===== src/rtl/geu_pkg.sv =====
// ----------------------------------------------------------------------------
// geu_pkg
// Shared widths, command/status types and saturation helper for the gravity
// Euler step core.
// ----------------------------------------------------------------------------
package geu_pkg;

	// Q format
	localparam int FRAC_BITS = 16;
	localparam int DW        = 32;

	// iterative divider: dividend holds a<<F, m*u and rem<<F
	localparam int DVD_W = DW + FRAC_BITS + 1;
	localparam int DVS_W = DW + 1;
	localparam int DCNT_W = $clog2(DVD_W);

	// square root of a 64-bit radicand
	localparam int RAD_W   = 2 * DW;
	localparam int ROOT_W  = DW;
	localparam int SCNT_W  = $clog2(ROOT_W);

	// first quotient is at most a bit above 1.0
	localparam int U_W = FRAC_BITS + 1;

	localparam logic [DW-1:0] PULL_CAP = {1'b0, {(DW-1){1'b1}}};
	localparam logic [DW-1:0] GAIN_RST = DW'(1) << FRAC_BITS;

	// configuration register indexes
	localparam logic [2:0] CFG_GAIN = 3'd0;
	localparam logic [2:0] CFG_X    = 3'd1;
	localparam logic [2:0] CFG_Y    = 3'd2;
	localparam logic [2:0] CFG_VX   = 3'd3;
	localparam logic [2:0] CFG_VY   = 3'd4;

	typedef enum logic [3:0] {
		OP_NONE,
		OP_DIFF,
		OP_SQUARE,
		OP_HALF,
		OP_SQRT,
		OP_DIV_U,
		OP_MUL,
		OP_DIV_W,
		OP_DIV_Q,
		OP_DIV_T,
		OP_ACC,
		OP_GAIN,
		OP_VEL,
		OP_POS
	} op_t;

	typedef struct packed {
		logic accept;
		op_t  op;
	} cmd_t;

	typedef struct packed {
		logic counted;
		logic zero;
		logic ovf;
		logic last;
		logic sqrt_done;
		logic div_done;
	} sts_t;

	// clamp a 34-bit signed value to signed 32 bits
	function automatic logic signed [DW-1:0] sat32(input logic signed [DW+1:0] v);
		logic signed [DW-1:0] r;
		if (v > 34'sd2147483647)
			r = {1'b0, {(DW-1){1'b1}}};
		else if (v < -34'sd2147483648)
			r = {1'b1, {(DW-1){1'b0}}};
		else
			r = v[DW-1:0];
		return r;
	endfunction

endpackage


===== src/rtl/geu_ctrl.sv =====
// ----------------------------------------------------------------------------
// geu_ctrl
// Sequencer for one item: distance, root, the four divide rounds, sum update
// and, on the last body, the Euler update and the result strobe.
// ----------------------------------------------------------------------------
module geu_ctrl (
	input  logic           clk,
	input  logic           arst_n,
	input  logic           start,
	input  geu_pkg::sts_t  sts,
	output geu_pkg::cmd_t  cmd,
	output logic           busy,
	output logic           done
);
	import geu_pkg::*;

	typedef enum logic [4:0] {
		S_IDLE, S_DIFF, S_EVAL, S_SQ, S_CHK, S_HALF, S_SQRT, S_SQRTW,
		S_DU, S_DUW, S_MUL, S_DW, S_DWW, S_DQ, S_DQW, S_DT, S_DTW,
		S_ACC, S_FIN, S_GAIN, S_VEL, S_POS
	} state_t;

	state_t state_q, nxt;
	op_t    op_q, op_n;
	logic   done_q;
	logic   accept;

	assign accept = start && (state_q == S_IDLE);

	// next state
	always_comb begin
		nxt = state_q;
		case (state_q)
			S_IDLE:  if (start) nxt = S_DIFF;
			S_DIFF:  nxt = S_EVAL;
			S_EVAL:  nxt = (sts.counted && !sts.zero) ? S_SQ : S_FIN;
			S_SQ:    nxt = S_CHK;
			S_CHK:   nxt = sts.ovf ? S_HALF : S_SQRT;
			S_HALF:  nxt = S_SQ;
			S_SQRT:  nxt = S_SQRTW;
			S_SQRTW: if (sts.sqrt_done) nxt = S_DU;
			S_DU:    nxt = S_DUW;
			S_DUW:   if (sts.div_done) nxt = S_MUL;
			S_MUL:   nxt = S_DW;
			S_DW:    nxt = S_DWW;
			S_DWW:   if (sts.div_done) nxt = S_DQ;
			S_DQ:    nxt = S_DQW;
			S_DQW:   if (sts.div_done) nxt = S_DT;
			S_DT:    nxt = S_DTW;
			S_DTW:   if (sts.div_done) nxt = S_ACC;
			S_ACC:   nxt = S_FIN;
			S_FIN:   nxt = sts.last ? S_GAIN : S_IDLE;
			S_GAIN:  nxt = S_VEL;
			S_VEL:   nxt = S_POS;
			S_POS:   nxt = S_IDLE;
			default: nxt = S_IDLE;
		endcase
	end

	// operation carried out while in a state
	always_comb begin
		case (nxt)
			S_DIFF:  op_n = OP_DIFF;
			S_SQ:    op_n = OP_SQUARE;
			S_HALF:  op_n = OP_HALF;
			S_SQRT:  op_n = OP_SQRT;
			S_DU:    op_n = OP_DIV_U;
			S_MUL:   op_n = OP_MUL;
			S_DW:    op_n = OP_DIV_W;
			S_DQ:    op_n = OP_DIV_Q;
			S_DT:    op_n = OP_DIV_T;
			S_ACC:   op_n = OP_ACC;
			S_GAIN:  op_n = OP_GAIN;
			S_VEL:   op_n = OP_VEL;
			S_POS:   op_n = OP_POS;
			default: op_n = OP_NONE;
		endcase
	end

	always_ff @(posedge clk or negedge arst_n) begin
		if (!arst_n) begin
			state_q <= S_IDLE;
			op_q    <= OP_NONE;
			done_q  <= 1'b0;
		end else begin
			state_q <= nxt;
			op_q    <= op_n;
			done_q  <= (state_q == S_POS);
		end
	end

	assign cmd.accept = accept;
	assign cmd.op     = op_q;
	assign busy       = (state_q != S_IDLE);
	assign done       = done_q;

	// result strobe only once the item is finished
	a_done_idle: assert property (@(posedge clk) disable iff (!arst_n)
		done |-> state_q == S_IDLE)
		else $error("result strobe outside idle");

	a_accept: assert property (@(posedge clk) disable iff (!arst_n)
		accept |=> (state_q == S_DIFF && op_q == OP_DIFF))
		else $error("accepted item not started");

	a_div_wait: assert property (@(posedge clk) disable iff (!arst_n)
		sts.div_done |-> (state_q == S_DUW || state_q == S_DWW ||
			state_q == S_DQW || state_q == S_DTW))
		else $error("divider finished outside a wait state");

	a_sqrt_wait: assert property (@(posedge clk) disable iff (!arst_n)
		sts.sqrt_done |-> state_q == S_SQRTW)
		else $error("root finished outside its wait state");

endmodule


===== config.mk =====
export PLATFORM = sky130hd
export DESIGN_NAME = geu_ctrl
export DESIGN_NICKNAME = d
export VERILOG_FILES = /design/src/rtl/geu_pkg.sv /design/src/rtl/geu_ctrl.sv
export SDC_FILE = /design/constraint.sdc
export NUM_CORES = 1
export LEC_CHECK = 0
export BUFFER_PORTS_ARGS = -buffer_cell sky130_fd_sc_hd__clkbuf_2
export CORE_AREA = 2 2 43 45
export DETAILED_ROUTE_END_ITERATION = 16
export DIE_AREA = 0 0 45 47
export PLACE_DENSITY = 0.83
export SYNTH_ARGS = -nofsm -noshare
export SYNTH_HDL_FRONTEND = slang
export SYNTH_SLANG_ARGS = --single-unit

===== constraint.sdc =====
create_clock -name clk -period 4.7 [get_ports clk]
set_input_delay 0.47 -clock clk [delete_from_list [all_inputs] [get_ports clk]]
set_output_delay 0.47 -clock clk [all_outputs]
set_load 0.05 [all_outputs]

==> results of run 1 <==
power groups by stage:
| stage | Clock [uW] | Sequential (uW) | Combinational [uW] |
|---|---|---|---|
| 5_1_grt | 85.5 | 210 | 550 |
| 6_report | 78.0 | 201 | 507 |
| 4_1_cts | 78.2 | 199 | 509 |
| 3_3_place_gp | 0 | 198 | 480 |
| 2_1_floorplan | 0 | 178 | 447 |
| 3_5_place_dp | 0 | 201 | 498 |
cell families after synthesis:
| group | count (synthesis) | share of synthesized area [%] |
|---|---|---|
| simple gates | 37 | 22.7 |
| compound gates | 30 | 28.8 |
| buf+inv | 11 | 8.07 |
| flops | 10 | 27.8 |
| mux | 5 | 7.09 |
| fa+ha+maj | 4 | 5.56 |
synth_stat cells (2+ instances only):
cell        n  area [um^2]
a21oi_1     6         30.0
and3_1      2         12.5
buf_4       4         30.0
buf_6       2         22.5
dfrtp_1    10          250
ha_1        4         50.1
inv_1       4         15.0
mux2i_1     3         30.0
nand2_1     7         26.3
nand2b_1    3         18.8
nand3_1     3         15.0
nor2_1      6         22.5
nor2b_1     7         43.8
nor3_1      3         15.0
o21ai_0     5         25.0
o2bb2ai_1   3         26.3
or2_2       2         12.5
flip-flops by register name, summed over array words and instances (netlist names):
signal   count
done         1
state_q      5
op_q         4
layout by cell type, fill, tap and decap left out, drive strengths merged, types with 2 or more instances in the layout:
master / instances
dfrtp: 10
clkbuf: 19
a21oi: 6
o21a: 2
nor2: 6
and3: 2
ha: 4
inv: 4
mux2i: 4
o2bb2ai: 3
nand2b: 4
nand3: 3
nor3: 3
nand2: 7
o221ai: 2
or2: 2
a2111oi: 2
a32oi: 2
o21ai: 6
nor2b: 7
worst max-delay path, cell delays in order (launching register included):
cell and delay [ns]:
dfrtp_1 0.68, nand2b_1 0.22, o2bb2ai_1 0.10, o2bb2ai_1 0.14
a2111oi_2 0.55, inv_1 0.20, ha_1 0.24, o32a_1 0.34
o211a_1 0.12
worst max path at each step:
stage / endpoint / slack (ns)
detailed placement: op_q[0] / 2.05
global placement: op_q[0] / 2.19
CTS: op_q[0] / 2.01
floorplan: op_q[0] / 2.54
global route: op_q[0] / 1.84
finish: op_q[0] / 2.00
layout make-up:
cell class,count,area (um^2),share of cell area (%)
timing repair buffer,15,75.1,7.70
multi-input combinational,76,577,59.2
inverter,4,15.0,1.54
tap,17,21.3,2.18
sequential,10,250,25.7
clock buffer,4,36.3,3.72
routing by layer:
layer,vias to the layer above,part of all wire (%),wire length [um]
met3,4,4.8,95
met5,-,0,0
li1,380,-,-
met2,30,50,1000
met1,359,43,863
met4,0,1.5,30
through the flow:
step                cells  total power [uW]  instance area [um^2]  util (%)  hold slack [ns]
floorplan              97               625                   900         -            0.174
global route          126               845                   975      59.0           0.0661
finish                126               786                   975      59.0           0.0640
CTS                   126               786                   975      59.0           0.0675
detailed placement    122               699                   938      56.8            0.350
global placement      122               678                   938      56.8            0.337
==> impl_metrics.json, run 1 <==
{
  "setup_viol": 0,
  "fin_skew_ns": 0.00160,
  "grt_setup_unrepaired": "false",
  "via_count": 773,
  "setup_ws_ns": 2.00,
  "cts_buffers": 3,
  "num_rows": 15,
  "path_clk_slew_ns": 0.07,
  "reg2reg_slack_ns": 2.00,
  "synthCells": 97,
  "path_max_fanout": 16,
  "syn_avg_cell_area_um2": 9.27,
  "drt-vias-per-instance": 6.13,
  "htreeDepth": 1,
  "num_antenna_cells": 0,
  "ir_drop_v": 0.000452,
  "power.internal_uw": 373,
  "wl_per_cell_um": 15.8,
  "groute.layer.met2.usage_pct": 34.9,
  "dieArea_um2": 2120,
  "fp.dieH_um": 47,
  "syn-cell-area_um2": 900,
  "hold_violations": 0,
  "worst_skew_pair.late_latency_ns": 0.26,
  "endpoint_kind": "register",
  "io_pins": 16,
  "busiest_layer": "met2",
  "p_leak_uw": 0.000456,
  "relSlewSlack_pct": 63.9,
  "fp.dieW_um": 45,
  "routabilityCongestion": 0.874,
  "synth_seq_cells": 10,
  "synthesis.nets": 110,
  "synth_edf_count": 0,
  "use_met3_pct": 4.23,
  "drt_wl_total_um": 1990,
  "place.port_buffers": 15,
  "power_frac_clock_pct": 9.9,
  "drv_cap": 0,
  "cts_resized": 0,
  "drc": 0,
  "swShare_pct": 52.5,
  "post_cts_buffers": 0,
  "reg2reg_depth": 8,
  "timing.critical_path.from": "state_q[2]",
  "drive_gt1_share_pct": 27.5,
  "fin_crit_sh_pct": 57.4,
  "async_flop_share_pct": 100,
  "comb_power_share_pct": 64.6,
  "r2r_end": "op_q[0]",
  "drtPass1Iterations": 4,
  "clk_path_buf_depth": 2,
  "p_switching_uw": 413,
  "core_area_um2": 1650,
  "outcome": "finished, final reports clean",
  "pwr-share-seq_pct": 25.5,
  "fmax_mhz": 371,
  "worst_pin_slew_ns": 0.541,
  "cts-root-buf": "clkbuf_4",
  "grt_pass1_vias": 726,
  "dpl.hpwl_um": 1480,
  "p_per_area_nw_per_um2": 806,
  "startpoint_type": "register",
  "antenna_found_initial": 0,
  "grt_pass1_wl_um": 3220,
  "seq_area_frac_synth_pct": 27.8,
  "grt_max_degree": 19,
  "dp_slack_ns": 2.05,
  "cp.arrival_ns": 2.85,
  "path_class": "register to register",
  "grt_usage_pct": 21.3,
  "rr_startpoint": "state_q[2]",
  "ant_nets": 0,
  "yosys_warnings": 0,
  "cp.required_ns": 4.86,
  "met1_usage_pct": 27.0,
  "gr-total-overflow": 0,
  "ys_types": 40,
  "clock_sinks": 10,
  "initialDrtViolationCount": 31,
  "start_util_pct": 54.5,
  "ctsHoldBuffers": 0,
  "nFillCells": 149,
  "syn_to_final_growth_pct": 8.34,
  "hold_path_class": "input pin to async pin",
  "cts_tree": "done",
  "finalCriticalPeriod_ns": 2.70,
  "slew_violations": 0,
  "synthFlopType": "dfrtp_1",
  "fin_nets": 123,
  "tns_ns": 0
}
Power figures use the tool's default switching activity.
==> run 2, diff against run 1 <==
ABC_AREA = 1   (was default)
CORE_AREA = 2 2 48 50   (was 2 2 43 45)
DIE_AREA = 0 0 50 52   (was 0 0 45 47)
PLACE_DENSITY = 0.75   (was 0.83)
clock period = 2.2 ns   (was 4.7 ns; I/O delays follow)
==> impl_metrics.json, run 2 <==
{
  "synth_edf_count": 0,
  "nFillCells": 211,
  "outcome": "finished, final reports clean",
  "largest_register": "state_q",
  "cts_tree": "done",
  "io_pins": 16,
  "drv_cap": 0,
  "ys_types": 23,
  "place_inst": 187,
  "p_leak_uw": 0.000646,
  "layout_commonest_cell": "nand2_1",
  "multi_input_comb_area_um2": 641,
  "final_cell_mix": "nand2_1 (39), clkbuf_2 (15), inv_1 (13), nand3_1 (13), nor2_1 (12)",
  "tns_ns": 0,
  "final_util_pct": 54.7,
  "path_clk_slew_ns": 0.06,
  "drc": 0,
  "grt_max_degree": 11,
  "worst_skew_pair.late_latency_ns": 0.26,
  "gr-total-overflow": 0,
  "synth.most_common_cell": "nand2_1",
  "worst_pin_slew_ns": 0.282,
  "grt_pass1_vias": 923,
  "cts_buffers": 3,
  "htreeDepth": 1,
  "drt-vias-per-instance": 5.20,
  "endpoint_kind": "register",
  "fin_skew_ns": 0.00255,
  "async_flop_share_pct": 100,
  "syn_avg_cell_area_um2": 6.74,
  "fin_nets": 180,
  "synthCells": 145,
  "ir_drop_v": 0.000864,
  "place.port_buffers": 15,
  "fp.dieW_um": 50,
  "startpoint_type": "register",
  "fp.dieH_um": 52,
  "hold_violations": 0,
  "start_util_pct": 46.4,
  "synth_seq_cells": 10,
  "via_count": 1003,
  "p_per_area_nw_per_um2": 1520,
  "initialDrtViolationCount": 34,
  "synthTopCellsByArea": "dfrtp_1 (26%), nand2_1 (15%), nor2_4 (8.1%)",
  "drive_gt1_share_pct": 37.6,
  "fin_crit_sh_pct": 92.8,
  "antenna_found_initial": 0,
  "dpl.hpwl_um": 1920,
  "syn_to_final_growth_pct": 17.8,
  "clock_sinks": 10,
  "relSlewSlack_pct": 81.3,
  "clk_path_buf_depth": 2,
  "synth_top_area_cell": "dfrtp_1",
  "grt_usage_pct": 19.9,
  "wl_per_cell_um": 12.1,
  "grt_setup_unrepaired": "false",
  "yosys_warnings": 0,
  "synthesis.nets": 158,
  "core_area_um2": 2110,
  "seq_area_um2": 254,
  "finalCriticalPeriod_ns": 2.04,
  "hold_path_class": "input pin to async pin",
  "ant_nets": 0,
  "grt_pass1_wl_um": 3970,
  "syn-cell-area_um2": 977,
  "num_antenna_cells": 0,
  "cp.arrival_ns": 2.19,
  "synthFlopType": "dfrtp_1",
  "dieArea_um2": 2600,
  "cts-root-buf": "clkbuf_4",
  "path_class": "register to register",
  "drt_wl_total_um": 2340,
  "fmax_mhz": 490,
  "largest_reg_flops": 5,
  "path_max_fanout": 7,
  "seq_area_frac_synth_pct": 25.6,
  "drtPass1Iterations": 4,
  "slew_violations": 0,
  "routabilityCongestion": 0.936,
  "cp.required_ns": 2.35,
  "finalNonFillerCells": 193,
  "netlist_top_cells_count": "nand2_1 (39), inv_1 (15), nand3_1 (13), nor2_1 (13), dfrtp_1 (10)",
  "setup_viol": 0,
  "num_rows": 17,
  "synth_top_area_share_pct": 25.6
}
-- run 2: repair_timing --
item,CTS,global route
pin swaps,0,5
resized for setup,2,8
endpoints found under the setup margin,1,3
hold buffers,1,0
buffers inserted,0,2
endpoints found under the hold margin,10,0
-- run 2: worst paths after layout --
kind                            start          to  slack [ns]  cells past startpoint
max                        state_q[0]     op_q[1]        0.16                     15
min                            arst_n     op_q[0]        0.39                      2
max reg2reg                state_q[0]     op_q[1]        0.16                     15
min reg2reg                state_q[3]        done        0.60                      1
max in group asynchronous      arst_n  state_q[1]        1.59                      2
min in group clk               sts[1]  state_q[3]        0.39                      5
-- run 2: through the flow --
step	power, uW	cell area (um^2)	setup WS, ns	hold WS (ns)
finish	1750	1150	0.158	0.391
global route	1920	1150	0.00450	0.403
CTS	1650	1110	0.0184	0.358
detailed placement	1520	1080	-0.0455	0.0925
global placement	1490	1080	0.0478	0.0925
floorplan	1270	977	0.0751	-0.0756
-- run 2: report_power, final --
group / total [uW] / internal [uW] / leakage [uW] / switching (uW)
combinational: 1280 / 404 / 0.000504 / 874
sequential: 349 / 258 / 0.000128 / 91.2
clock: 119 / 62.9 / 0.0000138 / 56.0
total: 1750 / 725 / 0.000646 / 1020
-- run 2: area by class of cell --
type,count,area share [%]
repair buffers,18,8.70
well taps,28,3.04
multi-input cells,109,55.7
clock buffers,3,1.96
inverters,25,8.59
flip-flops and latches,10,22.1
-- run 2: logic make-up (layout without fill, tap and decap cells) --
kind of cell	after synthesis	after routing	share of synthesized area [%]
AOI/OAI and AO/OA	9	9	5.76
adders and majority gates	4	4	5.12
buffers and inverters	26	46	10.9
DFF	10	10	25.6
and+or+nand+nor	96	96	52.6
-- run 2: per-layer routing --
metal,wire (um),share of wire (%),track usage [%],up-vias
li1,-,-,-,503
met1,1010,43,25.6,459
met2,1150,49,34.6,37
met3,134,5.7,2.59,4
met4,40,1.7,5.56,0
met5,0,0,0,-
-- run 2: critical path: stages, from the launching register on --
cell and delay [ns]:
dfrtp_2 0.45, inv_2 0.08, nor2_2 0.06, o211ai_1 0.24
nand2_1 0.08, nor2_1 0.10, nand4_1 0.09, nor2_2 0.19
inv_2 0.09, ha_4 0.16, inv_2 0.05, nand4_1 0.11
nand3_1 0.09, nand2_1 0.06, nand2_1 0.05, nand2_1 0.04
